**config.mk**
```make
export PLATFORM = sky130hd
export DESIGN_NAME = gnmc_ram
export DESIGN_NICKNAME = d
export VERILOG_FILES = /design/src/sv/assert_macros.svh /design/src/sv/gnmc_ram.sv
export SDC_FILE = /design/constraint.sdc
export NUM_CORES = 2
export LEC_CHECK = 0
export CORE_MARGIN = 2
export CORE_UTILIZATION = 50
export DETAILED_ROUTE_END_ITERATION = 7
export DONT_BUFFER_PORTS = 1
export HOLD_SLACK_MARGIN = 0.03
export PLACE_DENSITY = 0.76
export SETUP_SLACK_MARGIN = 0.15
export SLEW_MARGIN = 20
export SYNTH_ARGS = -nofsm -noshare
export SYNTH_HDL_FRONTEND = slang
export SYNTH_SLANG_ARGS = --single-unit
```
**constraint.sdc**
```tcl
create_clock -name clk_i -period 9.27 [get_ports clk_i]
set_input_delay 0.4635 -clock clk_i [delete_from_list [all_inputs] [get_ports clk_i]]
set_output_delay 0.4635 -clock clk_i [all_outputs]
set_load 0.02 [all_outputs]
```
**src/sv/assert_macros.svh**
```systemverilog
// assertion macros shared by the rtl of the nearest mate unit
// no dependencies; assertions are compiled out when ASSERT_OFF is set
`ifndef ASSERT_MACROS_SVH
`define ASSERT_MACROS_SVH
`ifndef ASSERT_OFF
`define GNMC_ASSERT(lbl, clk, rst_n, prop, msg) \
  lbl: assert property (@(posedge clk) disable iff (!rst_n) prop) else $error(msg);
`define GNMC_NEVER(lbl, clk, rst_n, cond, msg) \
  lbl: assert property (@(posedge clk) disable iff (!rst_n) !(cond)) else $error(msg);
`else
`define GNMC_ASSERT(lbl, clk, rst_n, prop, msg)
`define GNMC_NEVER(lbl, clk, rst_n, cond, msg)
`endif
`endif

```
**src/sv/gnmc_ram.sv**
```systemverilog
// generic single write, single read ram with registered read data
// no dependencies
`timescale 1ns / 1ps
module gnmc_ram #(
  parameter int WIDTH = 32,
  parameter int DEPTH = 128,
  localparam int AW = $clog2(DEPTH)
) (
  input  logic             clk_i,
  input  logic             we_i,
  input  logic [AW-1:0]    waddr_i,
  input  logic [WIDTH-1:0] wdata_i,
  input  logic [AW-1:0]    raddr_i,
  output logic [WIDTH-1:0] rdata_o
);
  logic [WIDTH-1:0] mem_q [DEPTH];
  logic [WIDTH-1:0] rdata_q;

  // write and registered read
  always_ff @(posedge clk_i) begin
    if (we_i) begin
      mem_q[waddr_i] <= wdata_i;
    end
    rdata_q <= mem_q[raddr_i];
  end

  assign rdata_o = rdata_q;
endmodule

```
==> impl_metrics.env <==
export IMPL_htreeDepth=5
export IMPL_clk_insertion_delay_late_ns=0.97
export IMPL_grt_pass1_vias=73955
export IMPL_cts_root_buf="clkbuf_16"
export IMPL_post_place_ws_ns=3.31
export IMPL_cp_arrival_ns=6.32
export IMPL_finalHoldViolCount=2
export IMPL_period_share_pct=59.2
export IMPL_port_buffers=0
export IMPL_yosysTopAreaCell="edfxtp_1"
export IMPL_cp_required_ns=10.10
export IMPL_critPathLaunchType="input pin"
export IMPL_wl_mm=432
export IMPL_cp_max_fo=87
export IMPL_power_mw=39.0
export IMPL_report_final_slew_viol_count=0
export IMPL_nets=6328
export IMPL_cts_resized=0
export IMPL_leakage_nw=53.7
export IMPL_post_route_util_pct=56.8
export IMPL_die_w_um=563
export IMPL_syn_inst=5990
export IMPL_cp_end_kind="flip-flop"
export IMPL_grt_overflow=0
export IMPL_rows=205
export IMPL_cts_hold_buf=53
export IMPL_syn_area_per_cell_um2=26.1
export IMPL_critPathLaunch="raddr_i[0]"
export IMPL_timing_fmax_mhz=182
export IMPL_final_cell_mix="4,096 x edfxtp_1, 1,344 x mux4_2, 400 x clkbuf_16, 135 x buf_4, 119 x nor2_4"
export IMPL_path_class="input pin to flip-flop"
export IMPL_rsz0062_at_grt="no"
export IMPL_place_congestion=0.833
export IMPL_r2r_end="rdata_o[28]"
export IMPL_yosysWarningCount=0
export IMPL_clk_path_buf_depth=4
export IMPL_ff2ff_setup_slack_ns=6.11
export IMPL_layout_drive_gt1_share_pct=34.1
export IMPL_via_count=73112
export IMPL_synth_area_um2=156000
export IMPL_holdWs_ns=-0.00780
export IMPL_skew_ns=0.0538
export IMPL_grt_pass1_wl_mm=595
export IMPL_worstHoldPathType="input pin to flip-flop"
export IMPL_postCtsSetupBuffers=0
export IMPL_wl_per_cell_um=40.1
export IMPL_tightest_slew_ns=1.42
export IMPL_drt_iter0_markers=13575
export IMPL_cap_violations=0
export IMPL_ys_ff_latch=4128
export IMPL_r2r_start="mem_q[84][28]"
export IMPL_yosysUniqueCellTypes=17
export IMPL_powerDensity_nw_per_um2=221
export IMPL_finalCriticalPeriod_ns=5.49
export IMPL_fillers=20909
export IMPL_tns_ns=0
export IMPL_drtAntennaViolNets=0
export IMPL_synth_area_top_cells="edfxtp_1 79%, mux4_2 19%, clkbuf_1 0.44%"
export IMPL_multi_input_area_um2=32300
export IMPL_vias_per_cell=6.80
export IMPL_design_core_area_um2=311000
export IMPL_place_hpwl_mm=199
export IMPL_final_common_cell="edfxtp_1"
export IMPL_netlist_area_leader_share_pct=78.7
export IMPL_slew_headroom_pct=5.23
export IMPL_firstDrtPassIters=5
export IMPL_path_clk_slew_ns=0.06
export IMPL_violations="negative hold slack"
export IMPL_dieArea_um2=317000
export IMPL_worst_slack_ns=3.78
export IMPL_track_usage_pct=27.3
export IMPL_grt_max_degree=1025
export IMPL_setup_viol=0
export IMPL_cts_tree="yes"
export IMPL_dieHeight_um=563
export IMPL_antenna_found_initial=49
export IMPL_io_pins=80
export IMPL_clock_sinks=4128
export IMPL_synth_nets=6038
export IMPL_ys_seq_area_share_pct=79.1
export IMPL_syn_to_final_growth_pct=13.1
export IMPL_cts_inserted_buffers=395
export IMPL_rr_worst_depth=5
export IMPL_irDropWorstVdd_mv=0.173
export IMPL_drc=0
export IMPL_initial_core_util_pct=50.2
export IMPL_ff_latch_area_um2=124000
export IMPL_status="complete, but fails checks"
export IMPL_crit_path_end="rdata_o[10]"
## critical path: stages
cell and delay [ns]:
buf_16 0.36, buf_16 0.51, buf_16 0.48, buf_16 0.50
buf_16 0.46, buf_16 0.47, mux4_2 0.60, mux4_2 0.49
mux4_2 0.50, mux2_2 0.28, dlygate4sd3_1 0.55
## how the worst min path moves through the flow
stage                 from              to  slack [ns]  depth (start not counted)
6_report       wdata_i[26]   mem_q[87][26]      -0.008                          1
4_1_cts         raddr_i[3]     rdata_o[21]        0.03                          2
2_1_floorplan   wdata_i[0]     mem_q[0][0]        0.56                          0
5_1_grt        wdata_i[18]  mem_q[100][18]        0.01                          1
3_5_place_dp   wdata_i[15]    mem_q[2][15]        0.57                          0
3_3_place_gp   wdata_i[15]    mem_q[2][15]        0.58                          0
## final cells by class
class	instances	area share, %
diodes	26	0.0368
clock buffers	471	5.82
clock inverters	239	1.47
multi-input cells	1546	18.3
flip-flops and latches	4128	69.9
well taps	4140	2.93
repair buffers	209	1.52
## cells in the mapped netlist (all sizes together)
library cell	number
edfxtp	4096
mux4	1344
clkbuf	182
buf	134
nor2	122
dfxtp	32
mux2	32
nand2	14
nand3	12
nor3	9
nor2b	7
nand4	3
nand2b	2
or3	1
## sequential cells by signal (all words and copies together), names as in the netlist
| register | cells |
|---|---|
| rdata_o | 32 |
| mem_q | 4096 |
## through the flow
stage | cells | cell area [µm²]
global route | 10736 | 177000
global placement | 9958 | 162000
detailed placement | 9959 | 162000
floorplan | 5990 | 156000
finish | 10759 | 177000
CTS | 10722 | 176000
## cells by family after synthesis
family                 count (synthesis)  synth area share, %
flip-flops                          4128                 79.1
buffers and inverters                316                0.839
AND/OR/NAND/NOR                      170                0.446
multiplexers                        1376                 19.6
## routing by layer
layer | track usage, % | routed length, µm | vias to the layer above
li1 | - | - | 26962
met1 | 35.0 | 140000 | 38983
met2 | 43.4 | 208000 | 6067
met3 | 7.05 | 57700 | 1078
met4 | 14.1 | 26300 | 22
met5 | 0 | 153 | -
## report_power, final
part	switching [mW]	internal, mW
logic	1.11	0.752
registers	0.183	20.6
clock network	7.02	9.35
total	8.31	30.7
(Power assumes the default switching activity.)
