## config.mk

```make
export PLATFORM = sky130hd
export DESIGN_NAME = gnmc_sqrt
export DESIGN_NICKNAME = d
export VERILOG_FILES = /design/src/sv/assert_macros.svh /design/src/sv/gnmc_pkg.sv /design/src/sv/gnmc_sqrt.sv
export SDC_FILE = /design/constraint.sdc
export NUM_CORES = 1
export LEC_CHECK = 0
export BUFFER_PORTS_ARGS = -buffer_cell sky130_fd_sc_hd__buf_2
export CAP_MARGIN = 5
export CORE_AREA = 2 2 149 122
export DETAILED_ROUTE_END_ITERATION = 8
export DIE_AREA = 0 0 151 124
export PLACE_DENSITY_LB_ADDON = 0.1
export SYNTH_ARGS = -nofsm -noshare
export SYNTH_HDL_FRONTEND = slang
export SYNTH_SLANG_ARGS = --single-unit
```

## constraint.sdc

```tcl
create_clock -name clk_i -period 6.9 [get_ports clk_i]
set_input_delay 0 -clock clk_i [delete_from_list [all_inputs] [get_ports clk_i]]
set_output_delay 0 -clock clk_i [all_outputs]
set_load 0.005 [all_outputs]
```

## src/sv/assert_macros.svh

```systemverilog
// assertion macros shared by the rtl of the nearest mate unit
// no dependencies; assertions are compiled out when ASSERT_OFF is set
`ifndef ASSERT_MACROS_SVH
`define ASSERT_MACROS_SVH
`ifndef ASSERT_OFF
`define GNMC_ASSERT(lbl, clk, rst_n, prop, msg) \
  lbl: assert property (@(posedge clk) disable iff (!rst_n) prop) else $error(msg);
`define GNMC_NEVER(lbl, clk, rst_n, cond, msg) \
  lbl: assert property (@(posedge clk) disable iff (!rst_n) !(cond)) else $error(msg);
`else
`define GNMC_ASSERT(lbl, clk, rst_n, prop, msg)
`define GNMC_NEVER(lbl, clk, rst_n, cond, msg)
`endif
`endif

```

## src/sv/gnmc_pkg.sv

```systemverilog
// shared types and fixed widths of the nearest mate and centroid unit
// no dependencies
`timescale 1ns / 1ps
package gnmc_pkg;
  localparam int IDX_OUT_W = 6;
  localparam int DIST_W    = 17;
  localparam int MEAN_W    = 16;
  localparam int NUM_LANES = 4;
  localparam logic [DIST_W-1:0] NO_MATE_DIST = '1;

  // bookkeeping that travels with one squared distance
  typedef struct packed {
    logic [IDX_OUT_W-1:0] member;
    logic [IDX_OUT_W-1:0] mate;
    logic                 has_mate;
    logic                 last;
  } gnmc_tag_t;
endpackage

```

## src/sv/gnmc_sqrt.sv

```systemverilog
// iterative integer square root, one result bit a cycle, with a result hold
// uses gnmc_pkg for the tag type and distance width
`timescale 1ns / 1ps
module gnmc_sqrt #(
  parameter int SQ_W = 35
) (
  input  logic                clk_i,
  input  logic                rst_ni,
  input  logic                req_valid_i,
  input  logic [SQ_W-1:0]     req_sq_i,
  input  gnmc_pkg::gnmc_tag_t req_tag_i,
  output logic                ready_o,
  output logic                res_valid_o,
  output logic [gnmc_pkg::DIST_W-1:0] res_root_o,
  output gnmc_pkg::gnmc_tag_t res_tag_o,
  input  logic                take_i
);
  import gnmc_pkg::*;
  localparam int STEPS = (SQ_W - 1) / 2 + 1;
  localparam int BIT0  = 2 * ((SQ_W - 1) / 2);
  localparam int STW   = $clog2(STEPS + 1);

  logic            busy_q, full_q;
  logic [STW-1:0]  step_q;
  logic [SQ_W-1:0] v_q, r_q, bit_q;
  gnmc_tag_t       tag_q;
  logic [SQ_W:0]   trial;
  logic            ge;

  assign trial = {1'b0, r_q} + {1'b0, bit_q};
  assign ge    = ({1'b0, v_q} >= trial);

  always_ff @(posedge clk_i or negedge rst_ni) begin
    if (!rst_ni) begin
      busy_q <= 1'b0;
      full_q <= 1'b0;
      step_q <= '0;
    end else begin
      if (req_valid_i && ready_o) begin
        busy_q <= 1'b1;
        step_q <= '0;
      end else if (busy_q) begin
        step_q <= step_q + STW'(1);
        if (step_q == STW'(STEPS - 1)) begin
          busy_q <= 1'b0;
          full_q <= 1'b1;
        end
      end
      if (take_i) begin
        full_q <= 1'b0;
      end
    end
  end

  // digit by digit root
  always_ff @(posedge clk_i) begin
    if (req_valid_i && ready_o) begin
      v_q   <= req_sq_i;
      r_q   <= '0;
      bit_q <= SQ_W'(1) << BIT0;
      tag_q <= req_tag_i;
    end else if (busy_q) begin
      if (ge) begin
        v_q <= v_q - trial[SQ_W-1:0];
        r_q <= (r_q >> 1) + bit_q;
      end else begin
        r_q <= r_q >> 1;
      end
      bit_q <= bit_q >> 2;
    end
  end

  assign ready_o     = !busy_q && !full_q;
  assign res_valid_o = full_q;
  assign res_root_o  = DIST_W'(r_q);
  assign res_tag_o   = tag_q;
endmodule

```

==> results of run 1 <==
state kept, by name (all words and copies together), names as in the netlist:
name and cells:
bit_q 18, busy_q 1, step_q 5, r_q 35, res_valid_o 1, v_q 35, res_tag_o 14
cell families after synthesis:
logic type	count (synthesis)	share of synthesized area, %
adders and majority gates	75	11.16
buffers and inverters	83	4.843
xor gates and xnor gates	96	9.922
muxes	17	2.008
AOI/OAI and AO/OA	285	22.53
DFF	109	31.95
and+or+nand+nor	317	17.58
per-stage QoR:
step	cell area, sq um	hold slack [ps]
after floorplan	8474	-295.6
after global placement	8912	-152.1
after CTS	9711	2.833
after detailed placement	8912	-157.1
after global routing	9711	28.54
final	9711	2.417
worst register-to-register path, stage by stage, from the launching register on:
cell	delay, ps
dfxtp_1	450
ha_1	340
a211oi_2	270
a211oi_2	90
a21bo_2	260
a211o_1	310
a41oi_2	350
inv_1	120
a211o_1	320
a31oi_1	210
xor2_1	100
ha_1	390
nand2_1	70
o21ai_0	260
a21oi_1	110
o21ai_0	370
nand3b_1	220
o211ai_4	270
nor2_4	540
nand2_1	190
nand2_1	110
buf_4	440
worst paths after layout:
kind	startpoint	depth (start not counted)	slack, ps	end
setup / recovery	r_q[4]	21	740	v_q[13]
hold / removal	rst_ni	2	2	step_q[2]
setup reg to reg	r_q[4]	21	740	v_q[13]
hold reg to reg	bit_q[12]	2	500	bit_q[10]
max in group asynchronous	rst_ni	2	6740	step_q[1]
min in group clk_i	req_valid_i	3	240	busy_q
cells in the final DEF, fill, tap and decap left out, types with 4 or more instances in the layout:
cell type      netlist  layout
a31oi_1             32      32
and4_1               4       4
buf_4               18       7
o31a_1               4       4
o211ai_1             4       4
nand2_1            119     118
a311oi_1             5       5
o32ai_1              4       4
o31ai_1              6       6
nand4_1             14      14
nor4_1               4       4
a211oi_1             5       5
ha_1                74      74
clkbuf_16            0      10
dfxtp_1             53      53
nor3b_1              6       6
buf_2                7      85
a21o_1              11      11
nand3_1             17      17
o21a_1               9       9
nand2b_1            10      10
nor2b_1             15      15
a21boi_0             5       5
a31o_2               9       9
edfxtp_1            49      49
and2_1               5       5
mux2i_1             17      17
xor2_1              40      40
and3_1               8       8
nor3_1              21      21
inv_1               22      22
dlygate4sd3_1        0      51
o21bai_1             7       7
nor2_1              81      81
dfrtp_1              7       7
o21ai_0             63      63
o22ai_1             27      27
a21oi_1             60      60
xnor2_1             56      56
per-layer routing:
metal	GRT usage, %	vias to the layer above
met5	0	-
met4	5.666	0
met3	3.407	22
met2	38.27	156
met1	32.60	3430
li1	-	3781
layout make-up:
type / count / area [sq um]
fill: 1643 / 7398
multi-input combinational: 790 / 5359
sequential: 109 / 2708
timing repair buffer: 143 / 988.4
tap: 225 / 281.5
clock buffer: 12 / 257.7
inverter: 23 / 86.33
clock inverter: 4 / 30.03
==> results.py, run 1 <==
metrics = {
    "status": {
        "status": "complete, no violations",
    },
    "floorplan": {
        "die_x_microns": 151,
        "die_y_microns": 124,
        "core.rowCount": 43,
        "dieArea_sq_mm": 0.01872,
        "io_pins": 86,
        "coreArea_sq_mm": 0.01711,
        "initial_core_util_pct": 49.53,
    },
    "sta": {
        "layout_min_cycle_time_ps": 6156,
        "rsz0062_at_grt": "false",
        "skew_ps": 10.18,
        "period_share_pct": 89.22,
        "max_freq_mhz": 162.4,
        "drv_slew": 0,
        "hold_viol": 0,
        "worst_slack_ps": 743.6,
        "worstMarginPinSlew_ps": 778.2,
        "finalSetupTns_ps": 0,
        "setup_viol": 0,
        "relSlewSlack_pct": 47.99,
    },
    "final_layout": {
        "syn_to_final_growth_pct": 14.59,
        "nets": 1204,
        "drive_above_1_share_pct": 12.30,
        "post-route-util_pct": 56.76,
        "layout.cells.non_filler": 1306,
        "num_antenna_cells": 0,
    },
    "place": {
        "port_buffers": 85,
        "post-place-ws_ps": 740.6,
        "dp_hpwl_microns": 15500,
        "dp.cells": 1239,
        "gp_congestion": 0.9014,
    },
    "drt": {
        "wl_met1_microns": 10480,
        "viasPerCell": 5.658,
        "top_layer_used": "met4",
        "wl_microns": 21450,
        "drc": 0,
        "vias": 7389,
        "drt_iter0_drc": 478,
        "wl_met2_microns": 9744,
        "wl_met3_microns": 904,
        "drt-pass1-iter-count": 5,
        "ant_nets": 0,
        "wire_per_inst_microns": 16.42,
    },
    "logic_synthesis": {
        "yosys_register_bits": 109,
        "synthFlopType": "dfxtp_1",
        "synth_commonest_cells": "nand2_1 (119), nor2_1 (81), ha_1 (74)",
        "synth-edff-count": 49,
        "ys_warn_count": 0,
        "synth_largest_area_cell": "edfxtp_1",
        "syn_area_sq_mm": 0.008474,
        "syn_area_per_cell_sq_um": 8.630,
        "ys_seq_area_share_pct": 31.95,
        "syn_nets": 1110,
        "netlist_instances": 982,
        "yosys.area.top_type_share_pct": 17.36,
        "yosysMostFrequentCell": "nand2_1",
        "ys_async_sr_fraction_pct": 6.422,
        "synth_area_leaders": "edfxtp_1 (17%), dfxtp_1 (13%), ha_1 (11%), xnor2_1 (5.8%), nand2_1 (5.3%)",
        "yosysUniqueCellTypes": 75,
    },
    "worst_hold_path": {
        "worstHoldPathType": "input pin to asynchronous set/reset pin",
    },
    "clocking": {
        "post_cts_buffers": 0,
        "cts_made_buffers": 9,
        "cts_hold_buf": 51,
        "cts_tree": "yes",
        "cts_sinks": 109,
        "clockBufferDepth": 2,
        "cts_resized": 0,
        "htree_levels": 3,
        "insertion_delay_ps": 350,
        "cts_root_buf": "clkbuf_16",
        "clkTransAtPathRegs_ps": 80,
    },
    "worst_setup_path": {
        "path_buf_inv": 2,
        "crit_family": "compound AO/OA/AOI/OAI gates",
        "slowest_stage": "nor2_4",
        "cp_max_fo": 35,
        "cp.arrival_ps": 6150,
        "setup.worst_path.start_class": "flop",
        "worst_path_most_repeated_cell": "nand2_1",
        "crit_path_max_incr_delay_ps": 530,
        "required_ps": 6890,
        "worstPathCellList": "ha_1, a211oi_2, a211oi_2, a21bo_2, a211o_1, a41oi_2, inv_1, a211o_1, a31oi_1, xor2_1, ha_1, nand2_1, o21ai_0, a21oi_1, o21ai_0, nand3b_1, o211ai_4, nor2_4, nand2_1, nand2_1, buf_4",
        "setup.worst_path.class": "flop to flop",
        "end_kind": "flop",
    },
    "job": {
        "maxCapViolations": 0,
    },
    "global_route": {
        "grt_pass1_vias": 6944,
        "grt_usage_pct": 23.35,
        "grt_pass1_wl_microns": 34850,
        "grt_max_degree": 66,
        "antenna_found_initial": 0,
        "overflow": 0,
    },
}
Power of run 1 is left out: the tool's default activity adds up to more than one toggle a clock period on the data nets, which glitch-free logic cannot reach.
==> run 2: changes to the inputs <==
--- a/config.mk
+++ b/config.mk
@@ -7,10 +7,10 @@
 export LEC_CHECK = 0
 export BUFFER_PORTS_ARGS = -buffer_cell sky130_fd_sc_hd__buf_2
 export CAP_MARGIN = 5
-export CORE_AREA = 2 2 149 122
+export CORE_AREA = 2 2 209 170
 export DETAILED_ROUTE_END_ITERATION = 8
-export DIE_AREA = 0 0 151 124
-export PLACE_DENSITY_LB_ADDON = 0.1
+export DIE_AREA = 0 0 211 172
+export PLACE_DENSITY = 0.38
 export SYNTH_ARGS = -nofsm -noshare
 export SYNTH_HDL_FRONTEND = slang
 export SYNTH_SLANG_ARGS = --single-unit
==> run 2 against run 1 <==
Critical endpoint is now v_q[7]. Sequential share of layout area decreased by 0.97 points. Critical path type unchanged. Count of clock-buffer cells in the layout rose by 2. Final cell count increased by 17%. Die area grew 94%.
==> results.py, run 2 (synthesized netlist as in run 1, its figures left out) <==
metrics = {
    "worst_setup_path": {
        "r2r-start": "r_q[0]",
        "end_kind": "flop",
        "cp.arrival_ps": 6280,
        "cp_max_fo": 35,
        "setup.worst_path.start_class": "flop",
        "worstPathCellList": "ha_1, ha_1, a21oi_1, o21ai_0, a311oi_1, o31a_1, o21ai_0, a31oi_1, nor2b_1, xnor2_1, ha_1, nand2_1, o21ai_0, a21oi_1, o21ai_0, nand3b_1, o211ai_4, nor2_4, nand2_1, nand2_1, buf_12",
        "path_buf_inv": 1,
        "crit_start": "r_q[0]",
        "crit_path_max_incr_delay_ps": 640,
        "worst_path_most_repeated_cell": "o21ai_0",
        "required_ps": 6970,
        "crit_family": "compound AO/OA/AOI/OAI gates",
        "setup.worst_path.class": "flop to flop",
        "slowest_stage": "a311oi_1",
    },
    "final_layout": {
        "fin_area_sq_mm": 0.01006,
        "num_antenna_cells": 0,
        "drive_above_1_share_pct": 12.72,
        "syn_to_final_growth_pct": 18.75,
        "top_regs": "r_q (35), v_q (35), bit_q (18)",
        "mostFrequentLayoutCells": "nand2_1 (118), buf_2 (85), nor2_1 (81)",
        "final_common_cell": "nand2_1",
        "nets": 1208,
        "nFillCells": 3686,
        "post-route-util_pct": 29.37,
    },
    "place": {
        "port_buffers": 85,
        "gp_congestion": 0.8056,
        "placed_cell_area_sq_mm": 0.009220,
        "dp_hpwl_microns": 18760,
    },
    "worst_hold_path": {
        "hold_start": "req_valid_i",
        "worstHoldPathType": "input pin to flop",
    },
    "floorplan": {
        "coreArea_sq_mm": 0.03427,
        "core.rowCount": 61,
        "dieArea_sq_mm": 0.03629,
        "initial_core_util_pct": 24.73,
        "die_y_microns": 172,
        "io_pins": 86,
        "die_x_microns": 211,
    },
    "drt": {
        "wire_per_inst_microns": 16.89,
        "drt-pass1-iter-count": 5,
        "drc": 0,
        "wl_microns": 25770,
        "ant_nets": 0,
        "viasPerCell": 4.901,
        "drt_iter0_drc": 490,
        "vias": 7479,
    },
    "sta": {
        "worstMarginPinSlew_ps": 1042,
        "skew_ps": 8.549,
        "drv_slew": 0,
        "setup_viol": 0,
        "finalSetupTns_ps": 0,
        "max_freq_mhz": 160.8,
        "rsz0062_at_grt": "false",
        "hold_viol": 0,
        "layout_min_cycle_time_ps": 6217,
        "relSlewSlack_pct": 30.41,
        "timing.hold.ws_ps": 94.97,
        "period_share_pct": 90.10,
    },
    "global_route": {
        "grt_usage_pct": 14.44,
        "antenna_found_initial": 0,
        "grt_pass1_vias": 7098,
        "overflow": 0,
        "grt_pass1_wl_microns": 40640,
        "grt_max_degree": 61,
    },
    "clocking": {
        "cts_made_buffers": 9,
        "htree_levels": 3,
        "insertion_delay_ps": 380,
        "cts_sinks": 109,
        "clockBufferDepth": 2,
        "cts_tree": "yes",
        "clkTransAtPathRegs_ps": 80,
        "cts_root_buf": "clkbuf_16",
    },
    "status": {
        "status": "complete, no violations",
    },
    "job": {
        "maxCapViolations": 0,
    },
}
==> run 2: metrics by stage <==
stage / instances / worst slack [ps]
after global routing: 1526 / 221.8
final: 1526 / 682.9
after floorplan: 982 / 1416
after global placement: 1458 / 834.1
after detailed placement: 1458 / 689.3
after CTS: 1526 / 697.8
==> run 2: tightest hold or removal path: stages <==
cell	delay, ps
buf_2	80
nand2_2	30
buf_4	230
nand2_1	90
==> run 2: final timing paths <==
kind                        endpoint  slack, ps  depth (start not counted)
min in group asynchronous  step_q[1]        590                          3
min                           busy_q         90                          4
max in group asynchronous     busy_q       6020                          3
max                           v_q[7]        680                         21
min reg2reg                 bit_q[0]        490                          2
max reg2reg                   v_q[7]        680                         21
==> run 2: layout make-up <==
type | count | area, sq um | area share, %
Inverter | 23 | 87.58 | 0.8703
Sequential cell | 109 | 2709 | 26.92
Tap cell | 441 | 551.8 | 5.483
Clock buffer | 14 | 285.3 | 2.835
Timing Repair Buffer | 147 | 1033 | 10.27
Multi-Input combinational cell | 790 | 5359 | 53.25
Clock inverter | 2 | 37.54 | 0.3730
==> run 2: layer usage <==
metal | track usage, % | vias to the layer above | share of wire [%]
met3 | 2.506 | 13 | 3.4
met1 | 21.21 | 3561 | 52
met2 | 21.98 | 118 | 44
met5 | 0 | - | 0
li1 | - | 3787 | -
met4 | 3.031 | 0 | 0.90
==> run 2: repair_timing <==
item	4_1_cts	5_1_grt
hold endpoints to repair	57	0
resized for setup	0	0
hold buffers	52	0
buffers inserted	0	0
Power of run 2 is left out for the same reason.
