--- src/sv/assert_macros.svh ---
// assertion macros shared by the rtl of the nearest mate unit
// no dependencies; assertions are compiled out when ASSERT_OFF is set
`ifndef ASSERT_MACROS_SVH
`define ASSERT_MACROS_SVH
`ifndef ASSERT_OFF
`define GNMC_ASSERT(lbl, clk, rst_n, prop, msg) \
  lbl: assert property (@(posedge clk) disable iff (!rst_n) prop) else $error(msg);
`define GNMC_NEVER(lbl, clk, rst_n, cond, msg) \
  lbl: assert property (@(posedge clk) disable iff (!rst_n) !(cond)) else $error(msg);
`else
`define GNMC_ASSERT(lbl, clk, rst_n, prop, msg)
`define GNMC_NEVER(lbl, clk, rst_n, cond, msg)
`endif
`endif

--- src/sv/gnmc_pkg.sv ---
// shared types and fixed widths of the nearest mate and centroid unit
// no dependencies
`timescale 1ns / 1ps
package gnmc_pkg;
  localparam int IDX_OUT_W = 6;
  localparam int DIST_W    = 17;
  localparam int MEAN_W    = 16;
  localparam int NUM_LANES = 4;
  localparam logic [DIST_W-1:0] NO_MATE_DIST = '1;

  // bookkeeping that travels with one squared distance
  typedef struct packed {
    logic [IDX_OUT_W-1:0] member;
    logic [IDX_OUT_W-1:0] mate;
    logic                 has_mate;
    logic                 last;
  } gnmc_tag_t;
endpackage

--- src/sv/gnmc_div.sv ---
// four lane restoring divider for the group means, one quotient bit a cycle
// uses gnmc_pkg for the mean width and lane count
`timescale 1ns / 1ps
module gnmc_div #(
  parameter int SW    = 23,
  parameter int CNT_W = 7
) (
  input  logic clk_i,
  input  logic rst_ni,
  input  logic start_i,
  input  logic [gnmc_pkg::NUM_LANES-1:0][SW-1:0] num_i,
  input  logic [CNT_W-1:0] den_i,
  output logic done_o,
  output logic [gnmc_pkg::NUM_LANES-1:0][gnmc_pkg::MEAN_W-1:0] quot_o
);
  import gnmc_pkg::*;
  localparam int STW = $clog2(SW + 1);

  logic                 busy_q, done_q;
  logic [STW-1:0]       step_q;
  logic [CNT_W-1:0]     den_q;
  logic [NUM_LANES-1:0] neg_q;
  logic [NUM_LANES-1:0][SW-1:0]    quo_q;
  logic [NUM_LANES-1:0][CNT_W-1:0] rem_q;
  logic [NUM_LANES-1:0][SW-1:0]    quo_n;
  logic [NUM_LANES-1:0][CNT_W-1:0] rem_n;
  logic [CNT_W:0]       rem_sh, rem_sub;
  logic                 ge;
  logic signed [SW-1:0] res;

  // one shift and subtract step per lane
  always_comb begin
    for (int k = 0; k < NUM_LANES; k++) begin
      rem_sh   = {rem_q[k], quo_q[k][SW-1]};
      ge       = (rem_sh >= {1'b0, den_q});
      rem_sub  = rem_sh - {1'b0, den_q};
      rem_n[k] = ge ? rem_sub[CNT_W-1:0] : rem_sh[CNT_W-1:0];
      quo_n[k] = {quo_q[k][SW-2:0], ge};
    end
  end

  always_ff @(posedge clk_i or negedge rst_ni) begin
    if (!rst_ni) begin
      busy_q <= 1'b0;
      done_q <= 1'b0;
      step_q <= '0;
    end else begin
      done_q <= 1'b0;
      if (start_i) begin
        busy_q <= 1'b1;
        step_q <= '0;
      end else if (busy_q) begin
        step_q <= step_q + STW'(1);
        if (step_q == STW'(SW - 1)) begin
          busy_q <= 1'b0;
          done_q <= 1'b1;
        end
      end
    end
  end

  // operands and working values
  always_ff @(posedge clk_i) begin
    if (start_i) begin
      den_q <= den_i;
      for (int k = 0; k < NUM_LANES; k++) begin
        neg_q[k] <= num_i[k][SW-1];
        quo_q[k] <= num_i[k][SW-1] ? (SW'(0) - num_i[k]) : num_i[k];
        rem_q[k] <= '0;
      end
    end else if (busy_q) begin
      quo_q <= quo_n;
      rem_q <= rem_n;
    end
  end

  // restore sign, truncate toward zero
  always_comb begin
    for (int k = 0; k < NUM_LANES; k++) begin
      res       = neg_q[k] ? signed'(SW'(0) - quo_q[k]) : signed'(quo_q[k]);
      quot_o[k] = MEAN_W'(res);
    end
  end

  assign done_o = done_q;
endmodule

--- src/sv/gnmc_back.sv ---
// back end: per group means, then an all pairs scan for each member
// uses gnmc_pkg, gnmc_div; reads positions from the shared point ram
`timescale 1ns / 1ps
module gnmc_back #(
  parameter int MAX_MEMBERS = 64,
  parameter int COORD_BITS  = 16,
  localparam int IDXW  = $clog2(MAX_MEMBERS),
  localparam int AW    = IDXW + 1,
  localparam int CNT_W = $clog2(MAX_MEMBERS + 1),
  localparam int SW    = COORD_BITS + $clog2(MAX_MEMBERS) + 1,
  localparam int JW    = 1 + CNT_W + 4 * SW,
  localparam int DW    = COORD_BITS + 1,
  localparam int SQ_W  = (2 * COORD_BITS + 3 > 64) ? 64 : 2 * COORD_BITS + 3
) (
  input  logic                clk_i,
  input  logic                rst_ni,
  input  logic                job_valid_i,
  input  logic [JW-1:0]       job_data_i,
  output logic                job_pop_o,
  output logic [AW-1:0]       ram_raddr_o,
  input  logic [2*COORD_BITS-1:0] ram_rdata_i,
  input  logic                sqrt_ready_i,
  output logic                req_valid_o,
  output logic [SQ_W-1:0]     req_sq_o,
  output gnmc_pkg::gnmc_tag_t req_tag_o,
  output logic                grp_done_o,
  output logic [gnmc_pkg::NUM_LANES-1:0][gnmc_pkg::MEAN_W-1:0] mean_o
);
  import gnmc_pkg::*;

  typedef enum logic [2:0] {
    B_IDLE, B_DIV, B_ROW, B_PIVOT, B_SCAN, B_DRAIN, B_HAND
  } back_state_e;

  back_state_e      state_q;
  logic             bank_q;
  logic [CNT_W-1:0] n_q;
  logic [IDXW-1:0]  i_q, j_q, j1_q, j2_q, bidx_q;
  logic             v1_q, v2_q, found_q;
  logic signed [COORD_BITS-1:0] pix_q, piy_q;
  logic [SQ_W-1:0]  sqx_q, sqy_q, best_q;
  logic             start, div_done, row_last, col_last, better;
  logic [NUM_LANES-1:0][SW-1:0] nums;
  logic signed [COORD_BITS-1:0] xj, yj;
  logic signed [DW-1:0] dx, dy;
  logic [DW-1:0]    adx, ady;
  logic [2*DW-1:0]  px, py;
  logic [SQ_W-1:0]  sq_sum;

  assign start    = (state_q == B_IDLE) && job_valid_i && sqrt_ready_i;
  assign nums     = job_data_i[4*SW-1:0];
  assign row_last = (CNT_W'(i_q) == n_q - CNT_W'(1));
  assign col_last = (CNT_W'(j_q) == n_q - CNT_W'(1));

  gnmc_div #(.SW(SW), .CNT_W(CNT_W)) u_div (
    .clk_i  (clk_i),
    .rst_ni (rst_ni),
    .start_i(start),
    .num_i  (nums),
    .den_i  (job_data_i[JW-2 -: CNT_W]),
    .done_o (div_done),
    .quot_o (mean_o)
  );

  // pair distance: difference, magnitude and square
  always_comb begin
    xj  = ram_rdata_i[2*COORD_BITS-1:COORD_BITS];
    yj  = ram_rdata_i[COORD_BITS-1:0];
    dx  = DW'(xj) - DW'(pix_q);
    dy  = DW'(yj) - DW'(piy_q);
    adx = dx[DW-1] ? DW'(-dx) : DW'(dx);
    ady = dy[DW-1] ? DW'(-dy) : DW'(dy);
    px  = adx * adx;
    py  = ady * ady;
  end

  // sum and strict compare, so ties keep the lower index
  assign sq_sum = sqx_q + sqy_q;
  assign better = v2_q && (!found_q || (sq_sum < best_q));

  // handshakes toward queue, ram and root unit
  always_comb begin
    job_pop_o   = start;
    ram_raddr_o = {bank_q, (state_q == B_SCAN) ? j_q : i_q};
    req_valid_o = (state_q == B_HAND) && sqrt_ready_i;
    grp_done_o  = req_valid_o && row_last;
    req_sq_o    = best_q;
    req_tag_o.member   = IDX_OUT_W'(i_q);
    req_tag_o.mate     = found_q ? IDX_OUT_W'(bidx_q) : '0;
    req_tag_o.has_mate = found_q;
    req_tag_o.last     = row_last;
  end

  // sequencer and scan pipeline control
  always_ff @(posedge clk_i or negedge rst_ni) begin
    if (!rst_ni) begin
      state_q <= B_IDLE;
      v1_q    <= 1'b0;
      v2_q    <= 1'b0;
      found_q <= 1'b0;
    end else begin
      v1_q <= (state_q == B_SCAN) && (j_q != i_q);
      v2_q <= v1_q;
      if (better) begin
        found_q <= 1'b1;
      end
      case (state_q)
        B_IDLE: begin
          if (start) begin
            state_q <= B_DIV;
          end
        end
        B_DIV: begin
          if (div_done) begin
            state_q <= B_ROW;
          end
        end
        B_ROW: begin
          state_q <= B_PIVOT;
        end
        B_PIVOT: begin
          found_q <= 1'b0;
          state_q <= B_SCAN;
        end
        B_SCAN: begin
          if (col_last) begin
            state_q <= B_DRAIN;
          end
        end
        B_DRAIN: begin
          if (!v1_q && !v2_q) begin
            state_q <= B_HAND;
          end
        end
        B_HAND: begin
          if (sqrt_ready_i) begin
            state_q <= row_last ? B_IDLE : B_ROW;
          end
        end
        default: begin
          state_q <= B_IDLE;
        end
      endcase
    end
  end

  // group, index and distance registers
  always_ff @(posedge clk_i) begin
    j1_q  <= j_q;
    j2_q  <= j1_q;
    sqx_q <= SQ_W'(px);
    sqy_q <= SQ_W'(py);
    if (better) begin
      best_q <= sq_sum;
      bidx_q <= j2_q;
    end
    if (start) begin
      bank_q <= job_data_i[JW-1];
      n_q    <= job_data_i[JW-2 -: CNT_W];
      i_q    <= '0;
    end
    if (state_q == B_PIVOT) begin
      pix_q <= xj;
      piy_q <= yj;
      j_q   <= '0;
    end
    if (state_q == B_SCAN && !col_last) begin
      j_q <= j_q + IDXW'(1);
    end
    if (state_q == B_HAND && sqrt_ready_i && !row_last) begin
      i_q <= i_q + IDXW'(1);
    end
  end
endmodule

--- config.mk ---
export PLATFORM = sky130hd
export DESIGN_NAME = gnmc_back
export DESIGN_NICKNAME = d
export VERILOG_FILES = /design/src/sv/assert_macros.svh /design/src/sv/gnmc_pkg.sv /design/src/sv/gnmc_div.sv /design/src/sv/gnmc_back.sv
export SDC_FILE = /design/constraint.sdc
export NUM_CORES = 2
export LEC_CHECK = 0
export BUFFER_PORTS_ARGS = -buffer_cell sky130_fd_sc_hd__buf_2
export CORE_AREA = 10 10 269 271
export DETAILED_ROUTE_END_ITERATION = 7
export DIE_AREA = 0 0 279 281
export GPL_TIMING_DRIVEN = 0
export PLACE_DENSITY = 0.69
export SYNTH_ARGS = -nofsm -noshare
export SYNTH_HDL_FRONTEND = slang
export SYNTH_HIERARCHICAL = 1
export SYNTH_SLANG_ARGS = --single-unit
export TNS_END_PERCENT = 100
--- constraint.sdc ---
create_clock -name clk_i -period 16.6 [get_ports clk_i]
set_input_delay 4.15 -clock clk_i [delete_from_list [all_inputs] [get_ports clk_i]]
set_output_delay 4.15 -clock clk_i [all_outputs]
set_load 0.01 [all_outputs]
==> out/metrics.cfg <==
[outcome]
status=finished clean

[final_layout]
diodes=0
drive_above_1_share_pct=10.93
nets=5152
areaGrowthSynthToFinish_pct=10.26
multiInputGateArea_um2=25200
final_cells=5173
design_area_um2=40250
seqCellArea_um2=8333
nFillCells=5957

[sta]
relSlewSlack_pct=13.05
min_period_ns=13.83
rsz0062_at_grt=false
worstMarginPinSlew_ns=1.287
hold_viol=0
skew_ns=0.03567
slew_viol_final=0
timing.setup.tns_ns=0
fin_crit_sh_pct=83.31
fmax_ghz=0.07231
setup_viol_count_final=0
hold-worst-slack_ns=0.3202

[worst_hold_path]
whs_path_depth=0
worstHoldStart=j1_q[1]$_DFF_P_
hold_end=j2_q[1]$_DFF_P_
hp-class=reg2reg

[grt]
antenna_found_initial=2
grt_max_degree=60
grt_pass1_wl_um=149100
first_global_vias=29130
overflow=0
grt_usage_pct=23.44

[setup_path]
crit_path_start_kind=primary input
critPathArrivalTime_ns=14.32
r2r_cells=36
cp_slowest_cell=xor2_1
slowest_delay_ns=0.66
cp.required_ns=17.09
critPathLaunch=ram_rdata_i[0]
r2r_slack_ns=6.08
critPathKind=in2reg
r2r_end=sqy_q[33]$_DFF_P_
critPathCaptureType=flop
r2r-start=piy_q[0]$_DFFE_PP_
cp_max_fo=10

[detailed_routing]
wire_per_inst_um=17.63
via_count=28500
first_pass_iters=5
drc=0
postRouteWirelength_um=91180
antenna_left=0
avgViaCountPerCell=5.510
drt-initial-drc-count=1941

[die]
die_w_um=279
core_area_um2=66800
fp.dieArea_um2=78400
start_util_pct=54.65
num_rows=95
die_h_um=281
pin_count=259

[clock_network]
postCtsResizedCells=0
cts_made_buffers=38
cts_tree=done
clkLatencyLatePin_ns=0.60
cts.sinks=315
post_cts_buffers=0
hold_buffers=0
clkTransAtPathRegs_ns=0.06
cts.root.buffer_cell=clkbuf_16
cts_max_level=2
clockBufferDepth=3

[place]
dp_hpwl_um=73350
port_buffers=258
placed_area_um2=39030
dp_cells=5104
place_congestion=0.9543

[logic_synthesis]
syn_area_per_cell_um2=9.245
syn_area_um2=36510
ys_ff_latch=315
ys_warn_count=6
ys_seq_area_share_pct=22.82
synthCells=3949
ys.flop_type=edfxtp_1
ys_async_sr_fraction_pct=4.127
synthDistinctLibCells=102
synth-edff-count=196

[run]
cap_violations=0

## final cells by class
class	count	area share, %
multi-input combinational	2858	62.61
sequential	315	20.70
inverter	681	6.356
timing repair buffer	260	3.326
tap	873	2.713
clock buffer	53	2.608
buffer	117	1.262
clock inverter	16	0.4227
## synth_stat cells, types with 22 or more instances
library cell / number / area [um^2]
nand2b_1: 59 / 369.1
nand2_1: 317 / 1190
inv_2: 23 / 86.33
nand3_1: 39 / 195.2
or2_2: 22 / 137.6
o211ai_1: 30 / 225.2
a21o_1: 68 / 510.5
dfxtp_1: 106 / 2122
and2_1: 27 / 168.9
buf_2: 27 / 135.1
nor3_1: 49 / 245.2
fa_1: 391 / 7828
edfxtp_1: 196 / 5886
nor2_1: 336 / 1261
clkbuf_1: 73 / 274.0
nor2b_1: 36 / 225.2
nand4_1: 35 / 219.0
or3_1: 25 / 156.4
ha_1: 354 / 4429
xnor2_1: 187 / 1638
a21oi_1: 206 / 1031
o31ai_1: 46 / 345.3
o21ai_0: 114 / 570.6
inv_1: 655 / 2459
xor2_1: 131 / 1147
## per-stage QoR
| step | utilization, % | setup slack (ns) |
|---|---|---|
| 2_1_floorplan | - | 4.253 |
| 3_5_place_dp | 58.43 | 2.401 |
| 3_3_place_gp | 58.35 | 2.557 |
| 4_1_cts | 60.26 | 2.976 |
| 6_report | 60.26 | 2.771 |
| 5_1_grt | 60.26 | 2.214 |
## registers in the layout, summed over array words and instances, names as in the netlist, 3 cells and up
register	count
pix_q	16
j_q	6
j1_q	6
u_div/rem_q	28
req_sq_o	35
u_div/quo_q	4
u_div/den_q	7
sqy_q	33
j2_q	6
u_div/neg_q	4
state_q	3
u_div/step_q	5
u_div/quo_n	88
i_q	6
n_q	7
sqx_q	33
bidx_q	6
piy_q	16
## metal layers
metal,GRT usage (%),vias up,routed length [um]
met1,30.38,13840,39240
met2,40.01,811,43560
li1,-,13740,-
met3,4.603,116,6391
met4,5.295,2,1984
met5,0,-,7
## cell families (layout without fill, tap and decap cells)
logic type               count (synthesis)  after routing  share of synthesized area [%]
AO/OA/AOI/OAI                          685            685                          12.64
buffers and inverters                  798           1127                          8.393
flip-flops                             315            315                          22.82
AND/OR/NAND/NOR                       1041           1041                          13.45
multiplexers                            35             35                          1.025
XOR/XNOR                               328            328                          8.074
adder cells (fa/ha/maj)                745            745                          33.57
other                                    2             24                        0.02057
## layout by cell type (no fill, tap or decap), types with 10 or more instances in the layout
cell type and count:
nor3_1 49, inv_1 653, or2_2 22, a21o_1 68
dfxtp_1 106, buf_2 285, ha_1 354, or4_1 14
and3_1 19, edfxtp_1 196, a21oi_1 206, fa_1 391
o21ai_1 12, o21ai_0 114, nor4_1 14, nand3_1 39
nand2_1 317, o21bai_1 14, dfrtp_1 13, a211oi_1 20
mux2i_1 16, nor2b_1 36, o311ai_0 10, or3_1 25
o31ai_1 46, nor2_1 335, clkbuf_1 86, mux2_2 18
and2_1 27, clkbuf_16 40, nand2b_1 59, conb_1 24
o211ai_1 30, xor2_1 131, a31oi_1 20, xnor2_1 187
inv_2 24, o21a_1 19, nand4_1 35, o41ai_1 20
## critical path, delay by kind of cell
kind                       cells  cell delay [ns]
xor gates and xnor gates       2             0.86
and+or+nand+nor                5             1.02
adders and majority gates      9             3.83
buffers and inverters         10             1.25
AOI/OAI and AO/OA             12             3.19
## worst max-delay path by stage
stage	depth (start not counted)	to	slack, ns
global route	35	sqy_q[33]$_DFF_P_	2.21
global placement	38	sqy_q[33]$_DFF_P_	2.56
detailed placement	38	sqy_q[33]$_DFF_P_	2.40
CTS	38	sqy_q[33]$_DFF_P_	2.98
floorplan	36	sqy_q[33]$_DFF_P_	4.25
finish	38	sqy_q[33]$_DFF_P_	2.77
Power is not shown: default switching activity piles up to over one toggle a cycle in this logic, so the estimate is an artifact.
