**src/sv/assert_macros.svh**
```systemverilog
// assertion macros shared by the rtl of the nearest mate unit
// no dependencies; assertions are compiled out when ASSERT_OFF is set
`ifndef ASSERT_MACROS_SVH
`define ASSERT_MACROS_SVH
`ifndef ASSERT_OFF
`define GNMC_ASSERT(lbl, clk, rst_n, prop, msg) \
  lbl: assert property (@(posedge clk) disable iff (!rst_n) prop) else $error(msg);
`define GNMC_NEVER(lbl, clk, rst_n, cond, msg) \
  lbl: assert property (@(posedge clk) disable iff (!rst_n) !(cond)) else $error(msg);
`else
`define GNMC_ASSERT(lbl, clk, rst_n, prop, msg)
`define GNMC_NEVER(lbl, clk, rst_n, cond, msg)
`endif
`endif

```
**src/sv/gnmc_front.sv**
```systemverilog
// front end: accepts members, writes positions, keeps group sums and count
// closes a group into a job word; no package dependencies
`timescale 1ns / 1ps
module gnmc_front #(
  parameter int MAX_MEMBERS = 64,
  parameter int COORD_BITS  = 16,
  localparam int IDXW  = $clog2(MAX_MEMBERS),
  localparam int AW    = IDXW + 1,
  localparam int CNT_W = $clog2(MAX_MEMBERS + 1),
  localparam int SW    = COORD_BITS + $clog2(MAX_MEMBERS) + 1,
  localparam int JW    = 1 + CNT_W + 4 * SW
) (
  input  logic                  clk_i,
  input  logic                  rst_ni,
  input  logic                  in_valid_i,
  output logic                  in_stall_o,
  input  logic [COORD_BITS-1:0] pos_x_i,
  input  logic [COORD_BITS-1:0] pos_y_i,
  input  logic [COORD_BITS-1:0] vel_x_i,
  input  logic [COORD_BITS-1:0] vel_y_i,
  input  logic                  last_member_i,
  input  logic                  banks_full_i,
  output logic                  ram_we_o,
  output logic [AW-1:0]         ram_addr_o,
  output logic [2*COORD_BITS-1:0] ram_wdata_o,
  output logic                  job_push_o,
  output logic [JW-1:0]         job_data_o
);
  logic             bank_q, bank_d;
  logic [CNT_W-1:0] cnt_q, cnt_d, cnt_sum;
  logic [SW-1:0]    psx_q, psy_q, vsx_q, vsy_q;
  logic [SW-1:0]    psx_d, psy_d, vsx_d, vsy_d;
  logic [SW-1:0]    psx_s, psy_s, vsx_s, vsy_s;
  logic             accept, store, close;

  function automatic logic [SW-1:0] sext(input logic [COORD_BITS-1:0] v);
    sext = {{(SW - COORD_BITS){v[COORD_BITS-1]}}, v};
  endfunction

  // accept, store while room, close on the last member
  always_comb begin
    accept  = in_valid_i && !banks_full_i;
    store   = accept && (cnt_q < CNT_W'(MAX_MEMBERS));
    close   = accept && last_member_i;
    cnt_sum = cnt_q + CNT_W'(store);
    psx_s   = psx_q + (store ? sext(pos_x_i) : '0);
    psy_s   = psy_q + (store ? sext(pos_y_i) : '0);
    vsx_s   = vsx_q + (store ? sext(vel_x_i) : '0);
    vsy_s   = vsy_q + (store ? sext(vel_y_i) : '0);
    bank_d  = close ? !bank_q : bank_q;
    cnt_d   = close ? '0 : cnt_sum;
    psx_d   = close ? '0 : psx_s;
    psy_d   = close ? '0 : psy_s;
    vsx_d   = close ? '0 : vsx_s;
    vsy_d   = close ? '0 : vsy_s;
  end

  always_ff @(posedge clk_i or negedge rst_ni) begin
    if (!rst_ni) begin
      bank_q <= 1'b0;
      cnt_q  <= '0;
      psx_q  <= '0;
      psy_q  <= '0;
      vsx_q  <= '0;
      vsy_q  <= '0;
    end else begin
      bank_q <= bank_d;
      cnt_q  <= cnt_d;
      psx_q  <= psx_d;
      psy_q  <= psy_d;
      vsx_q  <= vsx_d;
      vsy_q  <= vsy_d;
    end
  end

  assign in_stall_o  = banks_full_i;
  assign ram_we_o    = store;
  assign ram_addr_o  = {bank_q, cnt_q[IDXW-1:0]};
  assign ram_wdata_o = {pos_x_i, pos_y_i};
  assign job_push_o  = close;
  assign job_data_o  = {bank_q, cnt_sum, psx_s, psy_s, vsx_s, vsy_s};
endmodule

```
**config.mk**
```make
export PLATFORM = sky130hd
export DESIGN_NAME = gnmc_front
export DESIGN_NICKNAME = d
export VERILOG_FILES = /design/src/sv/assert_macros.svh /design/src/sv/gnmc_front.sv
export SDC_FILE = /design/constraint.sdc
export NUM_CORES = 1
export LEC_CHECK = 0
export BUFFER_PORTS_ARGS = -buffer_cell sky130_fd_sc_hd__buf_4
export CAP_MARGIN = 5
export CELL_PAD_IN_SITES_DETAIL_PLACEMENT = 0
export CELL_PAD_IN_SITES_GLOBAL_PLACEMENT = 1
export CORE_UTILIZATION = 37
export DETAILED_ROUTE_END_ITERATION = 7
export HOLD_SLACK_MARGIN = 0.05
export PLACE_DENSITY = 0.79
export SLEW_MARGIN = 20
export SYNTH_ARGS = -nofsm -noshare
export SYNTH_HDL_FRONTEND = slang
export SYNTH_SLANG_ARGS = --single-unit
```
**constraint.sdc**
```tcl
create_clock -name clk_i -period 3.4 [get_ports clk_i]
set_clock_uncertainty 0.05 [all_clocks]
set_input_delay 0.34 -clock clk_i [delete_from_list [all_inputs] [get_ports clk_i]]
set_output_delay 0.34 -clock clk_i [all_outputs]
set_load 0.02 [all_outputs]
```
==> flow_metrics.env, run 1 <==
export IMPL_status="finished with violations"
export IMPL_violations="setup timing"
export IMPL_antenna_left=0
export IMPL_first_pass_iters=7
export IMPL_vias_per_cell=5.235
export IMPL_max_vdd_ir_drop_v=0.0004462
export IMPL_worstMarginPinSlew_ns=0.8990
export IMPL_p_leak_nw=7.466
export IMPL_cpMostUsedCell="and2_4"
export IMPL_top_layer="met4"
export IMPL_criticalPathCategory="reg2out"
export IMPL_max_stage_delay_ns=0.52
export IMPL_synth_xor_area_share_pct=5.677
export IMPL_num_io_pins=211
export IMPL_antenna_cells=0
export IMPL_synth_area_um2=9102
export IMPL_fp_coreArea_um2=24250
export IMPL_netlist_instances=1098
export IMPL_setup_viol=63
export IMPL_syn2layout_area_growth_pct=70.68
export IMPL_antenna_found_initial=0
export IMPL_portBuffers=210
export IMPL_stdcell_area_um2=15540
export IMPL_grt_overflow=0
export IMPL_wl_met3_um=1190
export IMPL_yosysSeqAreaShare_pct=27.49
export IMPL_drt_iter0_markers=357
export IMPL_multi_input_area_um2=8050
export IMPL_synth_edff_count=0
export IMPL_critPathArrivalTime_ns=3.46
export IMPL_setup_ws_ns=-0.4499
export IMPL_tns_ns=-13.89
export IMPL_cts_tree="yes"
export IMPL_synth_warnings=0
export IMPL_yosys_top_cells_area="dfrtp_1, ha_1, and2_1, a21oi_1, xnor2_1"
export IMPL_crit_family="simple AND/OR/NAND/NOR gates"
export IMPL_crit_path_end_kind="output port"
export IMPL_cts_sinks=100
export IMPL_drive_gt1_share_pct=53.29
export IMPL_drc=0
export IMPL_crit_chain="nor3b_4 -> buf_4 -> buf_12 -> and2_4 -> ha_4 -> a211o_1 -> a21o_1 -> or4_4 -> and4_4 -> or3_4 -> and2_4 -> buf_6"
export IMPL_critPathMaxFanout=8
export IMPL_drt_wl_total_um=30350
export IMPL_hp_class="in2reg"
export IMPL_utilization_pct=64.07
export IMPL_drv_cap=0
export IMPL_nFillCells=1943
export IMPL_drt_met1_wl_um=12810
export IMPL_dieArea_um2=25230
export IMPL_rows=57
export IMPL_cts_buffer_depth=2
export IMPL_grt_pass1_vias=9850
export IMPL_min_period_ns=3.850
export IMPL_numCtsBuffers=9
export IMPL_wl_per_cell_um=16.34
export IMPL_critPathBufInv=3
export IMPL_slew_violations=0
export IMPL_syn_avg_cell_area_um2=8.290
export IMPL_synthAdderAreaFrac_pct=13.25
export IMPL_placed_cell_area_um2=12130
export IMPL_p_per_area_nw_per_um2=746.1
export IMPL_ctsRootBufferMaster="clkbuf_16"
export IMPL_hold_violations=0
export IMPL_synthSimpleGateAreaFrac_pct=25.04
export IMPL_fmax_mhz=259.7
export IMPL_yosysTopAreaCellShare_pct=27.49
export IMPL_synth_compound_area_share_pct=20.23
export IMPL_synth_seq_cells=100
export IMPL_dieWidth_um=158.9
export IMPL_slowest_stage="or4_4"
export IMPL_grt_max_degree=87
export IMPL_rsz0062_at_grt="true"
export IMPL_clk_pin_slew_ns=0.08
export IMPL_synth_top_family_by_area="simple AND/OR/NAND/NOR gates"
export IMPL_ys_flop_type="dfrtp_1"
export IMPL_htree_levels=3
export IMPL_wl_met2_um=15740
export IMPL_initial_utilization_pct=37.54
export IMPL_synth_top_area_cell="dfrtp_1"
export IMPL_synth_cell_types=62
export IMPL_insertion_delay_ns=0.35
export IMPL_startpoint_type="flop"
export IMPL_hpwl_um=19710
export IMPL_final_nets=1691
export IMPL_regArea_um2=2502
export IMPL_relSlewSlack_pct=40.07
export IMPL_fp_dieH_um=158.9
export IMPL_finalCritPeriodShare_pct=113.2
export IMPL_async_flop_share_pct=100.0
export IMPL_critPathRequiredTime_ns=3.01
export IMPL_synthesis_nets=1261
export IMPL_dr_total_vias=9722
export IMPL_routabilityCongestion=0.8618
export IMPL_track_usage_pct=23.32
export IMPL_grt_pass1_wl_um=48370
export IMPL_synth_mux_area_fraction_pct=1.869
flip-flops by register name, summed over array words and instances (netlist names):
signal,count
vsx_q,23
psy_q,23
bank_q,1
vsy_q,23
psx_q,23
cnt_q,7
cells in the mapped netlist (all sizes together), types with 20 or more instances:
master,instances
o21a,21
dfrtp,100
nand3,22
nand2,88
nor2,59
and3,23
o21ai,50
nor3,46
clkbuf,38
a21oi,85
inv,35
xnor2,39
ha,90
a21o,34
and2,118
xor2,20
buf,41
path summary, 6_finish.rpt:
kind,slack (ns),cells past startpoint,end,startpoint
max,-0.45,12,job_data_o[64],cnt_q[6]$_DFF_PN0_
min,0.40,4,vsy_q[0]$_DFF_PN0_,vel_y_i[0]
max reg2reg,-0.22,22,vsy_q[7]$_DFF_PN0_,cnt_q[6]$_DFF_PN0_
min reg2reg,0.46,1,bank_q$_DFFE_PN0P_,bank_q$_DFFE_PN0P_
max in group asynchronous,2.02,3,psy_q[9]$_DFF_PN0_,rst_ni
min in group asynchronous,0.53,2,vsy_q[1]$_DFF_PN0_,rst_ni
power breakdown:
group,total [mW],switching [mW],internal (mW)
logic,8.53,4.25,4.28
clock network,1.02,0.497,0.524
registers,2.04,0.324,1.71
kinds of logic after synthesis:
family	count (synthesis)
xor gates and xnor gates	59
adders and majority gates	94
DFF	100
AOI/OAI and AO/OA	282
and+or+nand+nor	431
buffers and inverters	115
muxes	17
tightest hold or removal path, delay by kind of cell:
kind,cells,cell delay [ns]
fa+ha+maj,1,0.12
simple gates,2,0.24
buf+inv,1,0.08
cell type report:
| type | count | share of cell area, % |
|---|---|---|
| Inverter | 36 | 0.8698 |
| Tap cell | 324 | 2.609 |
| Timing Repair Buffer | 498 | 26.80 |
| Sequential cell | 100 | 16.11 |
| Multi-Input combinational cell | 883 | 51.82 |
| Clock inverter | 4 | 0.2094 |
| Clock buffer | 12 | 1.587 |
per-stage QoR:
| step | setup slack [ns] | power (mW) | hold WS [ns] | cells |
|---|---|---|---|---|
| 2_1_floorplan | 0.02683 | 5.822 | -0.005591 | 1098 |
| 4_1_cts | -0.3935 | 11.03 | 0.3909 | 1837 |
| 6_report | -0.4499 | 11.59 | 0.4033 | 1857 |
| 3_5_place_dp | -0.2132 | 8.510 | 0.3926 | 1739 |
| 5_1_grt | -0.5255 | 12.34 | 0.4089 | 1857 |
| 3_3_place_gp | -0.2054 | 8.423 | 0.3839 | 1739 |
layout by cell type (no fill, tap or decap), types with 13 or more instances in the layout:
master	synthesis	final
and3_1	23	14
o21ai_2	0	14
and2_1	118	79
inv_1	35	30
mux2i_1	17	17
a21oi_2	0	27
nand2_1	88	72
nand3_1	22	16
ha_4	0	44
and2_4	0	38
buf_6	0	78
dfrtp_1	100	100
a21oi_1	85	46
ha_1	90	42
nor2_1	59	46
o21a_1	21	20
nand2b_1	19	18
xnor2_2	0	17
xnor2_1	39	22
a21o_1	34	34
nor3_1	46	33
buf_4	41	408
nand4_1	13	13
o21ai_0	48	23
repair_timing:
action | CTS | global route
gates resized for setup | 367 | 116
hold endpoints to repair | 49 | 0
endpoints found under the setup margin | 64 | 74
hold buffers | 1 | 0
cloned | 1 | 0
setup buffers | 82 | 25
pin swaps | 150 | 71
per-layer routing:
layer | GRT usage (%) | up-vias
met5 | 0 | -
met4 | 5.682 | 0
met3 | 3.239 | 43
met2 | 42.44 | 245
met1 | 28.77 | 4688
li1 | - | 4746
Note: power is estimated with default switching activity, not from simulation.
==> run 2: changes to the inputs <==
ABC_AREA = 1   (was unset)
CORE_UTILIZATION = 35   (was 37)
PLACE_DENSITY = 0.8   (was 0.79)
==> flow_metrics.env, run 2 <==
export IMPL_critPathMaxFanout=15
export IMPL_status="finished clean"
export IMPL_worstHoldEndpoint="vsx_q[0]$_DFF_PN0_"
export IMPL_synth_xor_area_share_pct=3.056
export IMPL_synthAdderAreaFrac_pct=11.37
export IMPL_setup_viol=0
export IMPL_num_io_pins=211
export IMPL_async_flop_share_pct=100.0
export IMPL_crit_chain="inv_2 -> nand2_8 -> buf_12 -> buf_4 -> nor2_1 -> ha_2 -> nand2_1 -> nand2_1 -> inv_1 -> nand2_1 -> inv_1 -> nand3_2 -> xor2_1 -> buf_4"
export IMPL_dieWidth_um=176.1
export IMPL_synth_cell_types=23
export IMPL_min_from="vel_x_i[0]"
export IMPL_most_common_layout_cells="nand2_1, inv_1, buf_4, nor2_1, dfrtp_1"
export IMPL_cpMostUsedCell="nand2_1"
export IMPL_startpoint_type="flop"
export IMPL_p_per_area_nw_per_um2=724.2
export IMPL_first_pass_iters=5
export IMPL_track_usage_pct=21.52
export IMPL_relSlewSlack_pct=52.20
export IMPL_netlist_instances=1828
export IMPL_cts_tree="yes"
export IMPL_synth_area_um2=10610
export IMPL_criticalPathCategory="reg2out"
export IMPL_crit_reg2reg_capture="vsx_q[10]$_DFF_PN0_"
export IMPL_crit_path_end_kind="output port"
export IMPL_synth_mux_area_fraction_pct=0
export IMPL_finalCritPeriodShare_pct=96.19
export IMPL_antenna_cells=0
export IMPL_utilization_pct=44.92
export IMPL_initial_utilization_pct=35.69
export IMPL_antenna_found_initial=1
export IMPL_synth_top_family_by_area="simple AND/OR/NAND/NOR gates"
export IMPL_clk_pin_slew_ns=0.08
export IMPL_slowest_stage="dfrtp_1"
export IMPL_grt_overflow=0
export IMPL_nFillCells=3236
export IMPL_fmax_mhz=305.8
export IMPL_reg2regPathDepth=14
export IMPL_final_nets=2184
export IMPL_synthTopCellsByCount="nand2_1, inv_1, nor2_1"
export IMPL_hold_violations=0
export IMPL_worstHoldPathCells=6
export IMPL_instances_no_fill=2416
export IMPL_routabilityCongestion=0.9261
export IMPL_antenna_left=0
export IMPL_grt_pass1_vias=10460
export IMPL_synth_top_area_cell="dfrtp_1"
export IMPL_yosys_top_cells_area="dfrtp_1, nand2_1, inv_1, ha_1, nor2_1"
export IMPL_vias_per_cell=4.521
export IMPL_hpwl_um=26790
export IMPL_worstMarginPinSlew_ns=0.7170
export IMPL_drc=0
export IMPL_synth_seq_cells=100
export IMPL_portBuffers=210
export IMPL_numCtsBuffers=9
export IMPL_grt_max_degree=67
export IMPL_wl_per_cell_um=13.99
export IMPL_critPathBufInv=6
export IMPL_dieArea_um2=31000
export IMPL_synthesis_nets=1991
export IMPL_final_common_cell="nand2_1"
export IMPL_synth_warnings=0
export IMPL_grt_pass1_wl_um=52300
export IMPL_syn_avg_cell_area_um2=5.802
export IMPL_max_stage_delay_ns=0.39
export IMPL_fp_dieH_um=176.1
export IMPL_placed_cells=2388
export IMPL_rr_startpoint="cnt_q[6]$_DFF_PN0_"
export IMPL_drt_iter0_markers=653
export IMPL_synth_compound_area_share_pct=3.315
export IMPL_yosysSeqAreaShare_pct=23.60
export IMPL_reg2reg_slack_ns=0.80
export IMPL_max_vdd_ir_drop_v=0.0003294
export IMPL_ys_flop_type="dfrtp_1"
export IMPL_htree_levels=3
export IMPL_min_period_ns=3.270
export IMPL_cts_sinks=100
export IMPL_tns_ns=0
export IMPL_drive_gt1_share_pct=18.51
export IMPL_drv_cap=0
export IMPL_synth_most_common_cell="nand2_1"
export IMPL_yosysTopAreaCellShare_pct=23.60
export IMPL_rows=63
export IMPL_synth_edff_count=0
export IMPL_insertion_delay_ns=0.36
export IMPL_synthSimpleGateAreaFrac_pct=39.09
export IMPL_ctsRootBufferMaster="clkbuf_16"
export IMPL_rsz0062_at_grt="true"
export IMPL_drt_wl_total_um=33790
export IMPL_crit_family="buffers and inverters"
export IMPL_p_leak_nw=8.454
export IMPL_slew_violations=0
export IMPL_critPathArrivalTime_ns=2.88
export IMPL_syn2layout_area_growth_pct=25.87
export IMPL_critPathRequiredTime_ns=3.01
export IMPL_dr_total_vias=10920
export IMPL_fp_coreArea_um2=29720
export IMPL_hp_class="in2reg"
export IMPL_cts_buffer_depth=2
[run 2: cell types whose count changed after synthesis, sizes merged, moves of 25 or more]
cell | previous run | this run
nand3 | 22 | 84
clkbuf | 38 | 10
nand2 | 88 | 638
o21ai | 50 | 5
nor3 | 46 | 11
a21o | 34 | 0
and2 | 118 | 16
inv | 35 | 453
a21oi | 85 | 60
nor2 | 59 | 232
[run 2: per-layer routing]
layer	up-vias	wire length [um]	GRT usage (%)
li1	5739	-	-
met1	4888	15570	27.86
met2	255	15760	36.89
met3	40	1549	3.510
met4	0	910	5.543
met5	-	0	0
[run 2: kinds of logic after synthesis]
family / after synthesis
flip-flops: 100
AND/OR/NAND/NOR: 1022
AO/OA/AOI/OAI: 65
XOR/XNOR: 37
buffers and inverters: 510
adder cells (fa/ha/maj): 94
[run 2: area by class of cell]
class	count	area, um^2	area share [%]
inverter	453	1700	12.74
multi-input combinational	1218	6500	48.69
tap	390	488.0	3.655
clock inverter	6	47.55	0.3562
clock buffer	10	239.0	1.790
timing repair buffer	239	1872	14.02
sequential	100	2502	18.75
[run 2: repair_timing]
action	4_1_cts	5_1_grt
gates resized for setup	3	123
endpoints found under the setup margin	2	48
buffers inserted	0	10
hold endpoints to repair	49	0
gates cloned	0	1
hold buffers	1	0
pin swaps	0	7
[run 2: report_power, final]
part           internal [mW]  switching, mW  total (mW)
logic                   2.49           4.15        6.63
clock network          0.526          0.539        1.06
registers               1.73          0.237        1.97
total                   4.75           4.92        9.67
[run 2: through the flow]
stage	hold WS, ns	power (mW)	cell area [um^2]	worst slack, ns
after global placement	0.3931	8.247	12460	0.1776
after detailed placement	0.3851	8.288	12460	0.1518
final	0.4250	9.668	13350	0.1295
after floorplan	-0.005591	6.061	10610	0.4458
after CTS	0.4021	9.414	12770	0.0004425
after global routing	0.4629	10.52	13350	-0.02798
[run 2: tightest hold or removal path, stage by stage]
cell     delay (ns)
buf_4          0.08
inv_1          0.03
nor2_1         0.11
ha_2           0.16
nand2_1        0.05
inv_1          0.04
[run 2: how the worst max path moves through the flow]
stage / from / to / slack [ns] / cells past startpoint
after floorplan: cnt_q[6]$_DFF_PN0_ / job_data_o[39] / 0.45 / 12
after global placement: banks_full_i / job_data_o[62] / 0.18 / 18
after detailed placement: banks_full_i / job_data_o[62] / 0.15 / 18
after CTS: cnt_q[6]$_DFF_PN0_ / job_data_o[39] / 0.0004 / 18
after global routing: cnt_q[6]$_DFF_PN0_ / job_data_o[18] / -0.03 / 18
final: cnt_q[6]$_DFF_PN0_ / job_data_o[33] / 0.13 / 14
